## src/sv/iale_pkg.sv

```systemverilog
// Package for the indexed array list engine.
// Holds the sizing constants, the request kind codes and the word and control structs.
// No dependencies.
package iale_pkg;

	// List capacity, the widths that follow from it and the field widths
	localparam int CAPACITY = 64;
	localparam int CNT_W    = $clog2(CAPACITY + 1);
	localparam int IDX_W    = $clog2(CAPACITY);
	localparam int POS_W    = 7;
	localparam int VAL_W    = 32;
	localparam int FOUND_W  = 6;
	localparam int ECNT_W   = 7;
	localparam int CMP_W    = (CNT_W > POS_W) ? CNT_W : POS_W;

	// Request kinds
	typedef enum logic [1:0] {
		KIND_APPEND = 2'd0,
		KIND_INSERT = 2'd1,
		KIND_REMOVE = 2'd2,
		KIND_SEARCH = 2'd3
	} kind_t;

	// Request word
	typedef struct packed {
		kind_t                    kind;
		logic [POS_W-1:0]         position;
		logic signed [VAL_W-1:0]  value;
	} req_t;

	// Result word
	typedef struct packed {
		logic                     ok;
		logic [FOUND_W-1:0]       found_position;
		logic [ECNT_W-1:0]        entry_count;
	} rsp_t;

	// Controller to datapath commands
	typedef struct packed {
		logic take;      // capture request, set walk index, clear result flags
		logic rd_cur;    // read entry at walk index
		logic rd_prev;   // read entry below walk index
		logic rd_next;   // read entry above walk index
		logic wr_shift;  // write read data at walk index
		logic wr_value;  // write request value at walk index
		logic idx_up;
		logic idx_dn;
		logic cnt_up;
		logic cnt_dn;
		logic pass;      // mark request as succeeded
		logic hit;       // mark search hit at walk index
		logic emit;      // load result word into output register
	} iale_cmd_t;

	// Datapath to controller status
	typedef struct packed {
		kind_t kind;
		logic  room;       // count below capacity
		logic  ins_legal;  // position <= count
		logic  rem_legal;  // position < count
		logic  at_pos;     // walk index equals position
		logic  at_above;   // walk index equals position + 1
		logic  more1;      // walk index + 1 < count
		logic  more2;      // walk index + 2 < count
		logic  empty;
		logic  match;      // read data equals request value
		logic  out_free;
	} iale_stat_t;

endpackage

```

## src/sv/indexed_array_list_engine_top.sv

```systemverilog
// Indexed array list engine: one request word at a time. Append, and insert at the end, write
// the value directly; other inserts first shift entries from position up one place, remove
// shifts the entries above position down, and search compares entries from the bottom up to
// the first match; refused requests only finish. Each moved or compared entry takes a RAM read
// step and then a write or compare step. The result word becomes valid as req_stall drops.
// Reset clears the entry count, controller and output valid; the entry RAM is not cleared.
module indexed_array_list_engine_top import iale_pkg::*; (
	input  logic clk,
	input  logic arst_n,
	input  logic req_valid,
	output logic req_stall,
	input  req_t req,
	output logic rsp_valid,
	input  logic rsp_stall,
	output rsp_t rsp
);

	iale_cmd_t  cmd;
	iale_stat_t stat;

	// Sequencer
	iale_ctrl u_ctrl (
		.clk       (clk),
		.arst_n    (arst_n),
		.req_valid (req_valid),
		.req_stall (req_stall),
		.stat      (stat),
		.cmd       (cmd)
	);

	// Storage and result path
	iale_datapath u_dp (
		.clk       (clk),
		.arst_n    (arst_n),
		.req       (req),
		.rsp_stall (rsp_stall),
		.cmd       (cmd),
		.stat      (stat),
		.rsp_valid (rsp_valid),
		.rsp       (rsp)
	);

endmodule

```

## src/sv/iale_ram.sv

```systemverilog
// Generic single write port, single read port RAM with registered read data.
// No dependencies.
module iale_ram #(
	parameter int WIDTH  = 32,
	parameter int DEPTH  = 64,
	parameter int ADDR_W = $clog2(DEPTH)
) (
	input  logic              clk,
	input  logic              wr_en,
	input  logic [ADDR_W-1:0] wr_addr,
	input  logic [WIDTH-1:0]  wr_data,
	input  logic              rd_en,
	input  logic [ADDR_W-1:0] rd_addr,
	output logic [WIDTH-1:0]  rd_data
);

	logic [WIDTH-1:0] mem_q [DEPTH];

	// Write and registered read
	always_ff @(posedge clk) begin
		if (wr_en) begin
			mem_q[wr_addr] <= wr_data;
		end
		if (rd_en) begin
			rd_data <= mem_q[rd_addr];
		end
	end

endmodule

```

## src/sv/iale_datapath.sv

```systemverilog
// Datapath of the indexed array list engine: entry RAM, count, walk index and result word.
// Depends on iale_pkg and iale_ram.
module iale_datapath import iale_pkg::*; (
	input  logic       clk,
	input  logic       arst_n,
	input  req_t       req,
	input  logic       rsp_stall,
	input  iale_cmd_t  cmd,
	output iale_stat_t stat,
	output logic       rsp_valid,
	output rsp_t       rsp
);

	req_t               req_q;
	logic [CNT_W-1:0]   count_q;
	logic [CNT_W-1:0]   idx_q;
	logic               ok_q;
	logic [FOUND_W-1:0] found_q;
	logic               rsp_valid_q;
	rsp_t               rsp_q;

	logic               rd_en;
	logic [IDX_W-1:0]   rd_addr;
	logic [VAL_W-1:0]   rd_data;
	logic               wr_en;
	logic [IDX_W-1:0]   wr_addr;
	logic [VAL_W-1:0]   wr_data;
	logic [CNT_W-1:0]   rd_idx;

	// Entry store
	iale_ram #(
		.WIDTH (VAL_W),
		.DEPTH (CAPACITY)
	) u_ram (
		.clk     (clk),
		.wr_en   (wr_en),
		.wr_addr (wr_addr),
		.wr_data (wr_data),
		.rd_en   (rd_en),
		.rd_addr (rd_addr),
		.rd_data (rd_data)
	);

	// Pick read address around the walk index
	always_comb begin
		if (cmd.rd_prev) begin
			rd_idx = idx_q - CNT_W'(1);
		end else if (cmd.rd_next) begin
			rd_idx = idx_q + CNT_W'(1);
		end else begin
			rd_idx = idx_q;
		end
	end

	assign rd_en   = cmd.rd_cur | cmd.rd_prev | cmd.rd_next;
	assign rd_addr = IDX_W'(rd_idx);
	assign wr_en   = cmd.wr_shift | cmd.wr_value;
	assign wr_addr = IDX_W'(idx_q);
	assign wr_data = cmd.wr_shift ? rd_data : req_q.value;

	// Status towards the controller
	always_comb begin
		stat.kind      = req_q.kind;
		stat.room      = count_q < CNT_W'(CAPACITY);
		stat.ins_legal = CMP_W'(req_q.position) <= CMP_W'(count_q);
		stat.rem_legal = CMP_W'(req_q.position) < CMP_W'(count_q);
		stat.at_pos    = CMP_W'(idx_q) == CMP_W'(req_q.position);
		stat.at_above  = (CMP_W+1)'(idx_q) ==
			((CMP_W+1)'(req_q.position) + (CMP_W+1)'(1));
		stat.more1     = ((CNT_W+1)'(idx_q) + (CNT_W+1)'(1)) < (CNT_W+1)'(count_q);
		stat.more2     = ((CNT_W+2)'(idx_q) + (CNT_W+2)'(2)) < (CNT_W+2)'(count_q);
		stat.empty     = count_q == '0;
		stat.match     = rd_data == req_q.value;
		stat.out_free  = !rsp_valid_q || !rsp_stall;
	end

	// Capture request payload
	always_ff @(posedge clk) begin
		if (cmd.take) begin
			req_q <= req;
		end
	end

	// Advance walk index and result flags
	always_ff @(posedge clk) begin
		if (cmd.take) begin
			case (req.kind)
				KIND_REMOVE: idx_q <= CNT_W'(req.position);
				KIND_SEARCH: idx_q <= '0;
				default:     idx_q <= count_q;
			endcase
			ok_q    <= 1'b0;
			found_q <= '0;
		end else begin
			if (cmd.idx_up) begin
				idx_q <= idx_q + CNT_W'(1);
			end else if (cmd.idx_dn) begin
				idx_q <= idx_q - CNT_W'(1);
			end
			if (cmd.pass) begin
				ok_q <= 1'b1;
			end
			if (cmd.hit) begin
				ok_q    <= 1'b1;
				found_q <= FOUND_W'(idx_q);
			end
		end
	end

	// Hold entry count
	always_ff @(posedge clk or negedge arst_n) begin
		if (!arst_n) begin
			count_q <= '0;
		end else if (cmd.cnt_up) begin
			count_q <= count_q + CNT_W'(1);
		end else if (cmd.cnt_dn) begin
			count_q <= count_q - CNT_W'(1);
		end
	end

	// Output register: load on emit, drop once taken
	always_ff @(posedge clk or negedge arst_n) begin
		if (!arst_n) begin
			rsp_valid_q <= 1'b0;
		end else if (cmd.emit) begin
			rsp_valid_q <= 1'b1;
		end else if (!rsp_stall) begin
			rsp_valid_q <= 1'b0;
		end
	end

	always_ff @(posedge clk) begin
		if (cmd.emit) begin
			rsp_q.ok             <= ok_q;
			rsp_q.found_position <= found_q;
			rsp_q.entry_count    <= ECNT_W'(count_q);
		end
	end

	assign rsp_valid = rsp_valid_q;
	assign rsp       = rsp_q;

endmodule

```

## src/sv/iale_ctrl.sv

```systemverilog
// Controller of the indexed array list engine: sequences append, insert, remove and search.
// Depends on iale_pkg.
module iale_ctrl import iale_pkg::*; (
	input  logic       clk,
	input  logic       arst_n,
	input  logic       req_valid,
	output logic       req_stall,
	input  iale_stat_t stat,
	output iale_cmd_t  cmd
);

	typedef enum logic [3:0] {
		ST_IDLE,
		ST_DISPATCH,
		ST_INS_RD,
		ST_INS_WR,
		ST_INS_PUT,
		ST_REM_RD,
		ST_REM_WR,
		ST_SRCH_RD,
		ST_SRCH_CMP,
		ST_FIN
	} state_t;

	state_t state_q;
	state_t state_d;
	logic   stall_q;
	logic   stall_d;

	// Decode commands and next state
	always_comb begin
		cmd     = '0;
		state_d = state_q;
		stall_d = stall_q;
		case (state_q)
			ST_IDLE: begin
				if (req_valid) begin
					cmd.take = 1'b1;
					stall_d  = 1'b1;
					state_d  = ST_DISPATCH;
				end
			end
			ST_DISPATCH: begin
				state_d = ST_FIN;
				case (stat.kind)
					KIND_APPEND: begin
						if (stat.room) begin
							cmd.wr_value = 1'b1;
							cmd.cnt_up   = 1'b1;
							cmd.pass     = 1'b1;
						end
					end
					KIND_INSERT: begin
						if (stat.room && stat.ins_legal) begin
							if (stat.at_pos) begin
								cmd.wr_value = 1'b1;
								cmd.cnt_up   = 1'b1;
								cmd.pass     = 1'b1;
							end else begin
								state_d = ST_INS_RD;
							end
						end
					end
					KIND_REMOVE: begin
						if (stat.rem_legal) begin
							if (stat.more1) begin
								state_d = ST_REM_RD;
							end else begin
								cmd.cnt_dn = 1'b1;
								cmd.pass   = 1'b1;
							end
						end
					end
					KIND_SEARCH: begin
						if (!stat.empty) begin
							state_d = ST_SRCH_RD;
						end
					end
					default: begin
						state_d = ST_FIN;
					end
				endcase
			end
			// Shift entries up one place, top down
			ST_INS_RD: begin
				cmd.rd_prev = 1'b1;
				state_d     = ST_INS_WR;
			end
			ST_INS_WR: begin
				cmd.wr_shift = 1'b1;
				cmd.idx_dn   = 1'b1;
				state_d      = stat.at_above ? ST_INS_PUT : ST_INS_RD;
			end
			ST_INS_PUT: begin
				cmd.wr_value = 1'b1;
				cmd.cnt_up   = 1'b1;
				cmd.pass     = 1'b1;
				state_d      = ST_FIN;
			end
			// Shift entries down one place, bottom up
			ST_REM_RD: begin
				cmd.rd_next = 1'b1;
				state_d     = ST_REM_WR;
			end
			ST_REM_WR: begin
				cmd.wr_shift = 1'b1;
				cmd.idx_up   = 1'b1;
				if (stat.more2) begin
					state_d = ST_REM_RD;
				end else begin
					cmd.cnt_dn = 1'b1;
					cmd.pass   = 1'b1;
					state_d    = ST_FIN;
				end
			end
			// Scan entries from the bottom for the first match
			ST_SRCH_RD: begin
				cmd.rd_cur = 1'b1;
				state_d    = ST_SRCH_CMP;
			end
			ST_SRCH_CMP: begin
				if (stat.match) begin
					cmd.hit = 1'b1;
					state_d = ST_FIN;
				end else if (stat.more1) begin
					cmd.idx_up = 1'b1;
					state_d    = ST_SRCH_RD;
				end else begin
					state_d = ST_FIN;
				end
			end
			// Hand the result word over once the output register is free
			ST_FIN: begin
				if (stat.out_free) begin
					cmd.emit = 1'b1;
					stall_d  = 1'b0;
					state_d  = ST_IDLE;
				end
			end
			default: begin
				state_d = ST_IDLE;
				stall_d = 1'b0;
			end
		endcase
	end

	// Hold state and registered stall
	always_ff @(posedge clk or negedge arst_n) begin
		if (!arst_n) begin
			state_q <= ST_IDLE;
			stall_q <= 1'b0;
		end else begin
			state_q <= state_d;
			stall_q <= stall_d;
		end
	end

	assign req_stall = stall_q;

endmodule
```

## config.mk

```make
export PLATFORM = sky130hd
export DESIGN_NAME = indexed_array_list_engine_top
export DESIGN_NICKNAME = d
export VERILOG_FILES = /design/src/sv/iale_pkg.sv /design/src/sv/indexed_array_list_engine_top.sv /design/src/sv/iale_ram.sv /design/src/sv/iale_datapath.sv /design/src/sv/iale_ctrl.sv
export SDC_FILE = /design/constraint.sdc
export NUM_CORES = 2
export LEC_CHECK = 0
export BUFFER_PORTS_ARGS = -buffer_cell sky130_fd_sc_hd__buf_2
export CELL_PAD_IN_SITES_DETAIL_PLACEMENT = 1
export CELL_PAD_IN_SITES_GLOBAL_PLACEMENT = 1
export CORE_MARGIN = 3
export CORE_UTILIZATION = 25
export CTS_CLUSTER_DIAMETER = 40
export DETAILED_ROUTE_END_ITERATION = 10
export PLACE_DENSITY_LB_ADDON = 0.1
export SLEW_MARGIN = 25
export SYNTH_ARGS = -nofsm -noshare
export SYNTH_HDL_FRONTEND = slang
export SYNTH_HIERARCHICAL = 1
export SYNTH_SLANG_ARGS = --single-unit
```

## constraint.sdc

```tcl
create_clock -name clk -period 7.2 [get_ports clk]
set_clock_uncertainty 0.1 [all_clocks]
set_input_delay 1.8 -clock clk [delete_from_list [all_inputs] [get_ports clk]]
set_output_delay 1.8 -clock clk [all_outputs]
set_load 0.05 [all_outputs]
```

Word-level counts from Yosys, hierarchy flattened. Memories as Yosys holds them, arrays and structs flattened. A register that Yosys moved wholly into a read port is not among the register bits. Index checks and enable logic that the tools add are counted.

Register bits: 82. RAM bits: 2048. Input bits: 45. Output and inout port bits: 16. Word-level logic and storage cells: 121. Memories kept: 1.

$add $sub $neg: 7. $lt $le $gt $ge: 5. Equality and inequality tests: 20. Mux-type cells: 57. Bitwise logic cells: 4. Reductions and logical operators: 14.

Memories: u_dp.u_ram.mem_q (words 64, bits a word 32, read ports 1, clocked after memory_dff 1, wr ports 1, RTL line iale_ram.sv:17) `logic [WIDTH-1:0] mem_q [DEPTH];`.

Operators by type and width (count): $mux W4 (10); $pmux W4 S10 (1); $mux W7 (5); $eq A32 B32 Y1 (1); $mux W32 (1); $mux W1 (25); $add A7 B1 Y8 const B (2); $eq A4 B3 Y1 const B (4); $add A7 B1 Y7 const B (2); $pmux W7 S2 (1); $sub A7 B1 Y7 const B (2); $mux W6 (2); $pmux W4 S3 (1); $lt A9 B7 Y1 (1); $pmux W1 S3 (3); $add A7 B2 Y8 const B (1); $eq A2 B2 Y1 const B (4); $eq A4 B2 Y1 const B (2); $eq A4 B4 Y1 const B (2); $eq A7 B8 Y1 (1); $lt A8 B7 Y1 (1); $pmux W1 S2 (4); $reduce_or A8 Y1 (1); $eq A7 B7 Y1 (1); other kinds (22) (29).

Logic depth before layout (Yosys ltp).
Depth after elaboration: 8. Depth in mapped cells: 17. Gate-level depth less buffers: 16.

Hierarchy. The synthesis kept the hierarchy.

By module, submodules not included: iale_ram (instances 1, cells each 3324, area an instance 78835.6 um^2, sequential area each 62459.9 um^2); iale_datapath (instances 1, cells each 414, area an instance 4774.6 um^2, sequential area each 2202.1 um^2); iale_ctrl (instances 1, cells each 75, area an instance 598.1 um^2, sequential area each 125.1 um^2).

Worst setup path after synthesis. OpenSTA, ideal clock, no wires.

Kind: reg2reg. Start point: register u_dp/req_q[36] (netlist bit). End point: memory u_dp.u_ram.mem_q[48][0], enable pin. Library setup time: 0.461 ns. Arrival: 4.949 ns. Required time: 6.639 ns. Slack: 1.690 ns. Stages on the path, launching flop included: 14. Path buffers: 1. Clock period less this slack: 5.510 ns. Cells stage by stage: edfxtp_1 -> ha_1 -> a21o_1 -> a21oi_1 -> nor2b_1 -> o31ai_1 -> a21bo_2 -> a31oi_1 -> nor3_1 -> buf_4 -> or2_2 -> nor2b_1 -> nand4b_1 -> nor3_1.

RTL lines: from (decl) (RTL line iale_datapath.sv:14) `req_t req_q;`; from (signal assigned) (RTL line iale_datapath.sv:80) `req_q <= req;`; to (decl) (RTL line iale_ram.sv:17).

==> run summary <==
Flow run
* 0 — # Max-Cap Violations

Synthesis
* 76.4% — share of the synthesized area in the top cell type
* 6 — YS warnings
* 3890 — number of nets in the synthesized netlist
* 72 — post-synth cell types
* 2162 — post-synthesis register bit count
* 22.1 um^2 — synthesized area per cell
* sky130_fd_sc_hd__edfxtp_1 — largest area contributor in the netlist
* 3813 — count of mapped cells out of synthesis
* 84200 um^2 — synthesized area
* sky130_fd_sc_hd__edfxtp_1 76%, sky130_fd_sc_hd__mux4_2 15%, sky130_fd_sc_hd__mux2i_1 1.2%, sky130_fd_sc_hd__nor2_1 0.75%, sky130_fd_sc_hd__o22ai_1 0.65% — top post-synthesis cells by area
* sky130_fd_sc_hd__edfxtp_1 — flip-flop cell with the highest count after synthesis
* 2142 — number of flops mapped to enable cells by yosys
* 76.9% — share of synthesized area occupied by flip-flops and latches
* 0.601% — share of synthesized registers carrying an async set or reset

Cells and area
* 34.6% — proportion of layout cells with a drive suffix above 1
* 31.3% — Final Util
* 33107 — Fillers
* 105000 um^2 — final instance area
* 24.3% — P&R area growth vs syn
* 4321 — final-stage net count

Global routing
* 44908 — via count of the first global-routing pass
* 385000 um — wire length of the first global-routing pass
* 16.1% — total track usage
* 0 — Remaining Overflow, GRT
* 19 — number of antenna violations at the first check in global routing
* 76 — maximum number of pins on one net before global-route repair

Placed design
* 91500 um^2 — post-detailed-placement cell area
* 164000 um — post-detailed-placement half-perimeter wirelength
* 60 — count of port buffers added during placement
* 0.746 — routability congestion estimate

Floorplan
* 25.2% — initial standard-cell utilization of the core
* 61 — ports placed on the boundary
* 212 — Row Count
* 586 um — Die Y
* 586 um — die width
* 344000 um^2 — full die area
* 334000 um^2 — Core Area

Routing
* 30.9 um — DR WL/cell
* 3866 — number of DRC markers after the initial detailed-route iteration
* 41679 — via count
* 280000 um — wirelength, routed
* 0 — drt drc
* 0 — Post-DRT Antenna Nets
* 4.60 — post-detailed-route via-to-cell ratio
* 7 — 1st-pass router iterations

STA
* 32.3% — Max-Slew Margin vs Limit
* 5.36 ns — final critical-path required period
* 0 — Hold Vio Cnt, Final
* 0 — max-slew violations
* 0 ns — final sum of negative setup slack
* 0 — # setup viols final
* 0.343 ns — final hold slack
* 1.01 ns — transition time of the tightest slew-check pin
* 0.187 GHz — maximum clock rate
* false — RSZ-0062 raised after global routing
* 74.4% — share of the clock period used by the worst path

Power and ir drop
* 512 nW/um^2 — power per unit of standard cell area
* 33.0 nW — Static Leak
* 0.364 mV — maximum vdd ir drop

Critical path
* register to register — Setup Crit Path Kind
* 13 — logic depth of the worst register-to-register path
* sky130_fd_sc_hd__nor2_4 — Max stage delay cell, worst path
* register — startpoint class of the critical path
* u_dp/count_q[4] — worst reg2reg path startpoint
* 13 — Worst path depth
* 1.84 ns — setup slack of the most critical reg-to-reg path
* 2 — buffer and inverter count on the worst path
* inv_1 > ha_1 > a21o_1 > a21oi_1 > nor2b_1 > o31ai_1 > a21bo_2 > a31oi_1 > nor3_1 > or2_2 > nand3_1 > nor2_4 > buf_4 — cells along the critical path
* 19 — biggest fanout along the worst timing path
* 5.80 ns — arrival time of data at the critical path endpoint
* 0.75 ns — max incr delay on CP
* u_dp/u_ram/mem_q[19][27] — capture instance of the worst register-to-register path
* register — endpoint kind of the worst setup timing path
* 7.64 ns — worst endpoint required time
* simple AND/OR/NAND/NOR gates — crit-path leading delay family

Worst hold path
* u_dp/found_q[0] — launch point of the worst hold path
* register to register — type of the tightest min-delay check
* 0 — Hold Path Stages
* u_dp/rsp[7] — hold worst-path end

Clocking
* 2162 — CTS Sinks
* 5 — H-tree level count
* 4 — number of buffers on the longest clock path
* 391 — cts bufs inserted
* 0 — PostCTS Resize Cnt
* 0.92 ns — worst skew pair latency
* sky130_fd_sc_hd__clkbuf_16 — Clk Tree Root Cell
* 0 — count of hold buffers inserted by post-cts repair
* yes — clock tree from TritonCTS
* 0 — number of setup buffers added after CTS
* 0.05 ns — CTS clk-pin slew, worst paths

Run status
* completed — status

## metrics by stage
stage | total power, mW | cells | setup WS [ns]
after floorplan | 27.5 | 3813 | 1.69
after global placement | 36.0 | 8339 | 1.23
after detailed placement | 36.0 | 8345 | 1.75
after CTS | 54.8 | 9061 | 1.72
after global routing | 55.9 | 9062 | 1.48
final | 53.6 | 9066 | 1.84
## cell usage in the layout (no fill, tap or decap), types with 10 or more instances in the layout
| cell type | instances |
|---|---|
| sky130_fd_sc_hd__dfrtp_1 | 13 |
| sky130_fd_sc_hd__nor2_4 | 67 |
| sky130_fd_sc_hd__clkbuf_1 | 28 |
| sky130_fd_sc_hd__inv_6 | 34 |
| sky130_fd_sc_hd__bufinv_16 | 49 |
| sky130_fd_sc_hd__ha_1 | 31 |
| sky130_fd_sc_hd__nand3_1 | 17 |
| sky130_fd_sc_hd__buf_2 | 60 |
| sky130_fd_sc_hd__a21oi_1 | 75 |
| sky130_fd_sc_hd__nand2b_1 | 14 |
| sky130_fd_sc_hd__o22ai_1 | 87 |
| sky130_fd_sc_hd__o221ai_1 | 27 |
| sky130_fd_sc_hd__mux2_2 | 26 |
| sky130_fd_sc_hd__nor4_1 | 11 |
| sky130_fd_sc_hd__nand2_1 | 43 |
| sky130_fd_sc_hd__inv_1 | 18 |
| sky130_fd_sc_hd__nor2_1 | 101 |
| sky130_fd_sc_hd__nor3_1 | 13 |
| sky130_fd_sc_hd__buf_4 | 163 |
| sky130_fd_sc_hd__nor2b_1 | 21 |
| sky130_fd_sc_hd__xnor2_1 | 18 |
| sky130_fd_sc_hd__buf_12 | 20 |
| sky130_fd_sc_hd__edfxtp_1 | 2142 |
| sky130_fd_sc_hd__nand3b_1 | 10 |
| sky130_fd_sc_hd__clkinv_4 | 38 |
| sky130_fd_sc_hd__mux4_2 | 544 |
| sky130_fd_sc_hd__clkinv_2 | 68 |
| sky130_fd_sc_hd__xor2_1 | 43 |
| sky130_fd_sc_hd__clkbuf_16 | 393 |
| sky130_fd_sc_hd__clkinv_1 | 39 |
| sky130_fd_sc_hd__a22oi_1 | 16 |
| sky130_fd_sc_hd__clkinvlp_4 | 52 |
| sky130_fd_sc_hd__mux2i_1 | 104 |
## routing by layer
metal	share of wire (%)	vias to the layer above	track usage, %
li1	-	17216	-
met1	45	23100	22.5
met2	48	982	26.5
met3	4.4	381	2.13
met4	2.2	0	3.99
met5	0	-	0
## kinds of logic after synthesis
group | share of synthesized area (%)
buffers and inverters | 1.31
XOR/XNOR | 0.655
AO/OA/AOI/OAI | 2.29
AND/OR/NAND/NOR | 2.09
adder cells (fa/ha/maj) | 0.484
multiplexers | 16.2
flip-flops | 76.9
## power breakdown
group / leakage [nW] / switching (mW) / internal (mW) / total, mW
Combinational: 7.18 / 12.0 / 7.04 / 19.1
Clock: 6.34 / 6.62 / 11.8 / 18.4
Sequential: 19.5 / 0.333 / 15.7 / 16.1
Total: 33.0 / 19.0 / 34.6 / 53.6
## sequential cells by signal (all words and copies together), names as in the netlist
signal / cells
u_dp/idx_q: 7
u_dp/ok_q: 1
u_dp/u_ram/mem_q: 2048
u_dp/found_q: 6
u_dp/req_q: 39
u_dp/rsp_valid: 1
u_ctrl/state_q: 4
u_ctrl/req_stall: 1
u_dp/u_ram/rd_data: 32
u_dp/stat: 2
u_dp/count_q: 7
u_dp/rsp: 14
## final cells by class
type	instances	area, um^2	share of cell area (%)
diodes	5	12.5	0.0120
flip-flops and latches	2162	64800	61.9
multi-input cells	1421	19000	18.1
well taps	4494	5620	5.37
inverters	19	71.3	0.0681
repair buffers	249	2040	1.95
clock buffers	423	9970	9.52
clock inverters	293	3240	3.09
## Yosys cell counts (all sizes together), types with 31 or more instances
library cell	number
a21oi	77
buf	120
clkbuf	91
edfxtp	2142
ha	31
mux2	33
mux2i	105
mux4	544
nand2	43
nor2	168
o22ai	87
xor2	43
## how the worst max path moves through the flow
| stage | end | slack, ns | startpoint |
|---|---|---|---|
| 2_1_floorplan | u_dp/u_ram/mem_q[48][0] | 1.69 | u_dp/req_q[36] |
| 3_3_place_gp | u_dp/u_ram/rd_data[7] | 1.23 | u_dp/idx_q[1] |
| 3_5_place_dp | u_dp/u_ram/mem_q[19][24] | 1.75 | u_dp/count_q[4] |
| 4_1_cts | u_dp/u_ram/mem_q[19][27] | 1.72 | u_dp/count_q[4] |
| 5_1_grt | u_dp/u_ram/mem_q[54][5] | 1.48 | u_dp/count_q[1] |
| 6_report | u_dp/u_ram/mem_q[19][27] | 1.84 | u_dp/count_q[4] |
No activity file was read; power rests on OpenSTA's default activity.
